File: config.mk
export PLATFORM = sky130hd
export DESIGN_NAME = lqrs_div
export DESIGN_NICKNAME = d
export VERILOG_FILES = /design/src/rtl/lqrs_pkg.sv /design/src/rtl/lqrs_div.sv
export SDC_FILE = /design/constraint.sdc
export NUM_CORES = 2
export LEC_CHECK = 0
export BUFFER_PORTS_ARGS = -buffer_cell sky130_fd_sc_hd__buf_2
export CAP_MARGIN = 20
export CORE_ASPECT_RATIO = 1.75
export CORE_MARGIN = 2
export CORE_UTILIZATION = 55
export CTS_CLUSTER_SIZE = 30
export DETAILED_ROUTE_END_ITERATION = 10
export PLACE_DENSITY = 0.76
export SLEW_MARGIN = 15
export SYNTH_ARGS = -nofsm -noshare
export SYNTH_HDL_FRONTEND = slang
export SYNTH_SLANG_ARGS = --single-unit
File: constraint.sdc
create_clock -name clk -period 52.3 [get_ports clk]
set_clock_uncertainty 0.05 [all_clocks]
set_input_delay 2.615 -clock clk [delete_from_list [all_inputs] [get_ports clk]]
set_output_delay 2.615 -clock clk [all_outputs]
set_load 0.02 [all_outputs]
File: src/rtl/lqrs_pkg.sv
`timescale 1ns / 1ps
package lqrs_pkg;

	localparam int DiscW = 34;
	localparam int RadW = 50;
	localparam int SqW = 25;
	localparam int NumW = 33;
	localparam int DvdW = 41;
	localparam int QW = 41;
	localparam int DivW = 16;

	typedef enum logic {
		KIND_LINEAR = 1'b0,
		KIND_QUAD = 1'b1
	} kind_t;

	typedef struct packed {
		logic kind;
		logic signed [15:0] coef_a;
		logic signed [15:0] coef_b;
		logic signed [15:0] coef_c;
	} in_word_t;

	typedef struct packed {
		logic signed [31:0] root_plus;
		logic signed [31:0] root_minus;
		logic solvable;
	} out_word_t;

	function automatic logic signed [31:0] sat32(input logic signed [QW:0] v);
		logic signed [31:0] r;
		begin
			if (v > $signed({{(QW - 30){1'b0}}, {31{1'b1}}})) begin
				r = 32'sh7fffffff;
			end else if (v < $signed({{(QW - 30){1'b1}}, {31{1'b0}}})) begin
				r = 32'sh80000000;
			end else begin
				r = v[31:0];
			end
			return r;
		end
	endfunction

endpackage

File: src/rtl/lqrs_div.sv
`timescale 1ns / 1ps
module lqrs_div (
	input logic clk,
	input logic en,
	input logic [lqrs_pkg::DvdW-1:0] num,
	input logic [lqrs_pkg::DivW-1:0] den,
	output logic [lqrs_pkg::QW-1:0] quo
);
	import lqrs_pkg::*;

	logic [DivW:0] rem_s [QW+1];
	logic [QW-1:0] q_s [QW+1];
	logic [DvdW-1:0] n_s [QW+1];
	logic [DivW-1:0] d_s [QW+1];

	assign rem_s[0] = '0;
	assign q_s[0] = '0;
	assign n_s[0] = num;
	assign d_s[0] = den;

	for (genvar i = 0; i < QW; i++) begin : g_st
		logic [DivW+1:0] sh;
		logic [DivW:0] rem_n;
		logic [QW-1:0] q_n;
		always_comb begin
			sh = {rem_s[i], n_s[i][DvdW-1-i]};
			if (sh >= (DivW + 2)'(d_s[i])) begin
				rem_n = (DivW + 1)'(sh - (DivW + 2)'(d_s[i]));
				q_n = q_s[i] | (QW'(1) << (QW - 1 - i));
			end else begin
				rem_n = sh[DivW:0];
				q_n = q_s[i];
			end
		end
		if (i % 6 == 5) begin : g_reg
			logic [DivW:0] rem_q;
			logic [QW-1:0] q_q;
			logic [DvdW-1:0] n_q;
			logic [DivW-1:0] d_q;
			always_ff @(posedge clk) begin
				if (en) begin
					rem_q <= rem_n;
					q_q <= q_n;
					n_q <= n_s[i];
					d_q <= d_s[i];
				end
			end
			assign rem_s[i+1] = rem_q;
			assign q_s[i+1] = q_q;
			assign n_s[i+1] = n_q;
			assign d_s[i+1] = d_q;
		end else begin : g_comb
			assign rem_s[i+1] = rem_n;
			assign q_s[i+1] = q_n;
			assign n_s[i+1] = n_s[i];
			assign d_s[i+1] = d_s[i];
		end
	end

	assign quo = q_s[QW];
endmodule

# Yosys cells after proc, flatten, opt, wreduce, memory -nomap -nowiden
# Index checks and enable logic that the tools add are counted.
[totals] ff_bits=564 output_inout_bits=41 elab_cells=186
[classes] add_sub_neg=40 order_cmp=41 n_mux=75
[ops] cell="$ge 18x16->1" count=40
[ops] cell="$mux 17" count=41
[ops] cell="$sub 17x16->17" count=39
[ops] cell="$mux 41" count=1
[ops] cell="$mux 40" count=1
[ops] cell="$mux 39" count=1
[ops] cell="$mux 38" count=1
[ops] cell="$mux 37" count=1
[ops] cell="$mux 35" count=1
[ops] cell="$mux 34" count=1
[ops] cell="$mux 33" count=1
[ops] cell="$mux 32" count=1
[ops] cell="$mux 31" count=1
[ops] cell="$mux 29" count=1
[ops] cell="$mux 28" count=1
[ops] cell="$mux 27" count=1
[ops] cell="$mux 26" count=1
[ops] cell="$mux 25" count=1
[ops] cell="$mux 23" count=1
[ops] cell="$mux 22" count=1
[ops] cell="$mux 21" count=1
[ops] cell="$mux 20" count=1
[ops] cell="$mux 19" count=1
[ops] cell="$sub 1x16->17" count=1
[ops] cell="other kinds (15)" count=15

# Logic depth before layout (Yosys ltp)
[logic_depth] ltp_word=12 mapped_depth=84

# Least setup slack after synthesis
# No wires, ideal clock.
[synth_path] path_type="in2reg" startpoint="input num[40] (netlist bit)" endpoint="register g_st[5].g_reg.rem_q[10], data pin" setup_time_ns=0.260 t_arrival_ns=16.537 slack_ns=35.453 path_stages=71 n_path_buf=6 cell_sequence="inv_1 -> ha_1 -> nor2_1 -> nor2_1 -> mux2i_1 -> fa_1 -> a21oi_1 -> o21bai_1 -> a21oi_1 -> o21bai_1 -> a31o_2 -> o2bb2ai_1 -> clkbuf_1 -> nor2_1 -> nor2_1 -> ha_1 -> a21o_1 -> a21o_1 -> [... 35 more ...] -> o21ai_0 -> fa_1 -> nor2b_1 -> o21ai_0 -> a21boi_0 -> o21ai_0 -> a21boi_0 -> o21ai_0 -> a21boi_0 -> o21ai_0 -> a21oi_1 -> a221oi_1 -> and2_1 -> o211ai_1 -> nand2b_1 -> buf_2 -> buf_2 -> mux2_2"
[synth_via] elab_chain_cells=12 elab_cells_between_ends=18 classes_between="6 x add/sub; 6 x order compare; 6 x mux"
[synth_rtl] element="start, declared" line="lqrs_div.sv:5" source="input logic [lqrs_pkg::DvdW-1:0] num,"
[synth_rtl] element="$sub 1x16->17 or $ge 1x16->1 (tied branches)" line="lqrs_div.sv:28, lqrs_div.sv:27"
[synth_rtl] element="$mux 17 (*)" line="lqrs_div.sv:27" source="if (sh >= (DivW + 2)'(d_s[i])) begin"
[synth_rtl] element="$sub 17x16->17 or $ge 18x16->1 (tied branches)" line="lqrs_div.sv:28, lqrs_div.sv:27"
[synth_rtl] element="$mux 17 (*)" line="lqrs_div.sv:27"
[synth_rtl] element="$sub 17x16->17 or $ge 18x16->1 (tied branches)" line="lqrs_div.sv:28, lqrs_div.sv:27"
[synth_rtl] element="$mux 17 (*)" line="lqrs_div.sv:27"
[synth_rtl] element="$sub 17x16->17 or $ge 18x16->1 (tied branches)" line="lqrs_div.sv:28, lqrs_div.sv:27"
[synth_rtl] element="$mux 17 (*)" line="lqrs_div.sv:27"
[synth_rtl] element="$sub 17x16->17 or $ge 18x16->1 (tied branches)" line="lqrs_div.sv:28, lqrs_div.sv:27"
[synth_rtl] element="$mux 17 (*)" line="lqrs_div.sv:27"
[synth_rtl] element="$sub 17x16->17 or $ge 18x16->1 (tied branches)" line="lqrs_div.sv:28, lqrs_div.sv:27"
[synth_rtl] element="$mux 17 (*)" line="lqrs_div.sv:27"
[synth_rtl] element="net g_st[5].rem_n[10]" line="lqrs_div.sv:23" source="logic [DivW:0] rem_n;"
[synth_rtl] element="end signal, assigned" line="lqrs_div.sv:42" source="rem_q <= rem_n;"
[synth_rtl] element="end, declared" line="lqrs_div.sv:36" source="logic [DivW:0] rem_q;"
# The timed path passes the listed nets; every way through them passes the cells marked *.
# A chain may end at the register's enable or synchronous reset.

# Worst setup path after layout
[layout_path] startpoint="register g_st[5].g_reg.d_q[1]" endpoint="register g_st[11].g_reg.rem_q[4], data pin"
[layout_via] elab_chain_cells=12 elab_cells_between_ends=18 classes_between="6 x add/sub; 6 x order compare; 6 x mux"
[layout_rtl] element="start, declared" line="lqrs_div.sv:39" source="logic [DivW-1:0] d_q;"
[layout_rtl] element="start signal, assigned" line="lqrs_div.sv:45" source="d_q <= d_s[i];"
[layout_rtl] element="$sub 17x16->17 or $ge 18x16->1 (tied branches)" line="lqrs_div.sv:28, lqrs_div.sv:27"
[layout_rtl] element="$mux 17" line="lqrs_div.sv:27"
[layout_rtl] element="$sub 17x16->17 or $ge 18x16->1 (tied branches)" line="lqrs_div.sv:28, lqrs_div.sv:27"
[layout_rtl] element="$mux 17" line="lqrs_div.sv:27"
[layout_rtl] element="$sub 17x16->17 or $ge 18x16->1 (tied branches)" line="lqrs_div.sv:28, lqrs_div.sv:27"
[layout_rtl] element="$mux 17" line="lqrs_div.sv:27"
[layout_rtl] element="$ge 18x16->1 or $sub 17x16->17 (tied branches)" line="lqrs_div.sv:27, lqrs_div.sv:28"
[layout_rtl] element="$mux 17" line="lqrs_div.sv:27"
[layout_rtl] element="$sub 17x16->17 or $ge 18x16->1 (tied branches)" line="lqrs_div.sv:28, lqrs_div.sv:27"
[layout_rtl] element="$mux 17" line="lqrs_div.sv:27"
[layout_rtl] element="$sub 17x16->17 or $ge 18x16->1 (tied branches)" line="lqrs_div.sv:28, lqrs_div.sv:27"
[layout_rtl] element="$mux 17 (*)" line="lqrs_div.sv:27"
[layout_rtl] element="net g_st[11].rem_n[4]" line="lqrs_div.sv:23"
[layout_rtl] element="end signal, assigned" line="lqrs_div.sv:42"
[layout_rtl] element="end, declared" line="lqrs_div.sv:36"
# Marked as above.

==> summary.txt <==
async set or reset register ratio after synthesis: 0%
Post-DP Area: 0.0523 mm2
Worst Setup End Kind: flop
dpl ws: 32480 ps
sequential element share of the synthesized area: 26.4%
CTS tree: built
Routed Antenna Nets: 0
core area: 0.0914 mm2
CP dominant cell by count: o21ai_0
share of layout cells above drive strength 1: 9.47%
Ports: 100
via count: 44100
WP data arrival: 20550 ps
DR WL/cell: 20.6 um
CTS buffer count: 47
Slowest cell on crit path: a222oi_1
Tcrit/Tclk final: 38.7%
Buffers & Inverters on Critical Path: 5
Max-Cap Viols: 0
Synthesized Nets: 6451
all-layer global routing usage: 30.1%
vias per inst: 6.29
Die ar.: 0.0945 mm2
DRC viols: 0
grt total ovfl: 0
Unique masters post-synth: 114
final slew viol count: 0
Clk Latency, worst-skew pair: 630 ps
die height: 405 um
largest net degree at the start of global routing: 147
root buf cell: clkbuf_16
Clock Sinks: 444
#FFs+latches synth: 444
worst-case clock buffer depth: 3
row count: 147
Setup WS post-layout: 32060 ps
gpl congestion: 0.962
H-tree depth: 2
Final Setup Violations: 0
WS Path Type: reg -> reg
unrepaired setup endpoints after global routing: no
Final #Nets: 6523
Max stage delay on crit path: 810 ps
Syn. warnings: 0
Top Family by Delay on Critical Path: compound AO/OA/AOI/OAI gates
Final Hold Viols: 0
Post-CTS Setup Inserts: 0
Setup crit start kind: flop
Clk pin slew, worst setup/hold paths: 70 ps
initial antenna violation count: 2
Worst EP required: 52610 ps
Max Freq: 0.0494 GHz
first-pass GRT wire length: 225 mm
PostCTS Resize Cnt: 0
Initial DRC Count: 2779
status: finished clean
hold slack: 360 ps
vias in the first global route: 43900
Post-Syn Area: 0.0506 mm2
Tmin final: 20240 ps
ys flop type: edfxtp_1
CTS Hold Bufs: 0
Worst Tran Pin Value: 1100 ps
Yosys top cell by area: edfxtp_1
Detailed Place HPWL: 115 mm
setup TNS: 0 ps
Starting Density: 55.3%
hold crit path type: reg -> reg
Synth top area share: 26.4%
max_slew headroom: 26.0%
final non-filler cell area: 0.0540 mm2
Post-synth EDFFs: 444
Post-Route WL: 145 mm
Crit Path Max Fanout: 29
Post-Synthesis Cells: 5711
top post-synthesis cells by area: edfxtp_1 (26%), ha_1 (16%), mux2_2 (5.4%), xnor2_1 (5.1%), a21oi_1 (5.1%)
Post-Syn Area per Cell: 8.86 um2
most frequent cell after synthesis: ha_1
Area growth syn-to-layout: 6.69%
DIE WIDTH: 233 um
Filler cells: 8118
Synth top cells by count: ha_1 (642), a21oi_1 (513), nor2_1 (459)
First-pass DRT Iterations: 6
PortBufs: 99
[logic make-up after synthesis]
kind of cell | Yosys count | synth area share [%]
AOI/OAI and AO/OA | 1683 | 21.4
xor gates and xnor gates | 456 | 7.90
adders and majority gates | 681 | 17.4
buffers and inverters | 489 | 3.78
DFF | 444 | 26.4
muxes | 332 | 7.33
and+or+nand+nor | 1626 | 15.8
[worst register-to-register path: cells and delay by family (launching register included)]
family | cells | cell delay, ps
compound gates | 36 | 10830
simple gates | 20 | 4050
fa+ha+maj | 6 | 2310
buf+inv | 5 | 1240
mux | 2 | 910
flops | 1 | 610
[metal layers]
layer / global-route usage (%) / vias to the layer above / share of wire [%]
li1: - / 21400 / -
met1: 29.8 / 20700 / 36
met2: 56.6 / 1363 / 52
met3: 3.46 / 610 / 4.1
met4: 22.3 / 0 / 8.4
met5: 0 / - / 0
[layout make-up]
| cell class | instances | area [um2] | area share (%) |
|---|---|---|---|
| diodes | 1 | 2.50 | 0.00464 |
| multi-input cells | 4778 | 35300 | 65.5 |
| clock inverters | 32 | 385 | 0.714 |
| clock buffers | 54 | 1240 | 2.31 |
| repair buffers | 123 | 698 | 1.29 |
| flip-flops and latches | 444 | 13300 | 24.7 |
| well taps | 1192 | 1490 | 2.76 |
| inverters | 389 | 1460 | 2.71 |
[flip-flops by register name (all words and copies together) (netlist names)]
name              count
g_st.g_reg.d_q       96
g_st.g_reg.rem_q    102
g_st.g_reg.n_q      120
g_st.g_reg.q_q      126
[stage by stage]
step                      std cells  utilization (%)
after floorplan                5711                -
after global routing           7012             59.0
after CTS                      7011             59.0
final                          7013             59.0
after global placement         6925             57.2
after detailed placement       6925             57.2
[worst paths after layout]
check,startpoint,endpoint,slack [ps],cells past startpoint
hold / removal,g_st[29].g_reg.q_q[17]$_DFFE_PP_,g_st[35].g_reg.q_q[17]$_DFFE_PP_,360,0
hold reg to reg,g_st[29].g_reg.q_q[17]$_DFFE_PP_,g_st[35].g_reg.q_q[17]$_DFFE_PP_,360,0
setup / recovery,g_st[5].g_reg.d_q[1]$_DFFE_PP_,g_st[11].g_reg.rem_q[4]$_DFFE_PP_,32060,69
setup reg to reg,g_st[5].g_reg.d_q[1]$_DFFE_PP_,g_st[11].g_reg.rem_q[4]$_DFFE_PP_,32060,69
[cells in the final DEF (no fill, tap or decap), types with 91 or more instances in the layout]
| cell | n |
|---|---|
| ha_1 | 642 |
| xnor2_1 | 294 |
| inv_1 | 379 |
| nand2_1 | 421 |
| nor2b_1 | 96 |
| mux2_2 | 243 |
| edfxtp_1 | 444 |
| o21a_1 | 93 |
| o21ai_0 | 376 |
| nor2_1 | 459 |
| buf_2 | 98 |
| nor3_1 | 110 |
| a21oi_1 | 512 |
| nand2b_1 | 91 |
| a21o_1 | 190 |
| nand4_1 | 123 |
| xor2_1 | 162 |
Power is left out: the tool's default activity adds up to more than one toggle a clock period on the data nets, which glitch-free logic cannot reach.
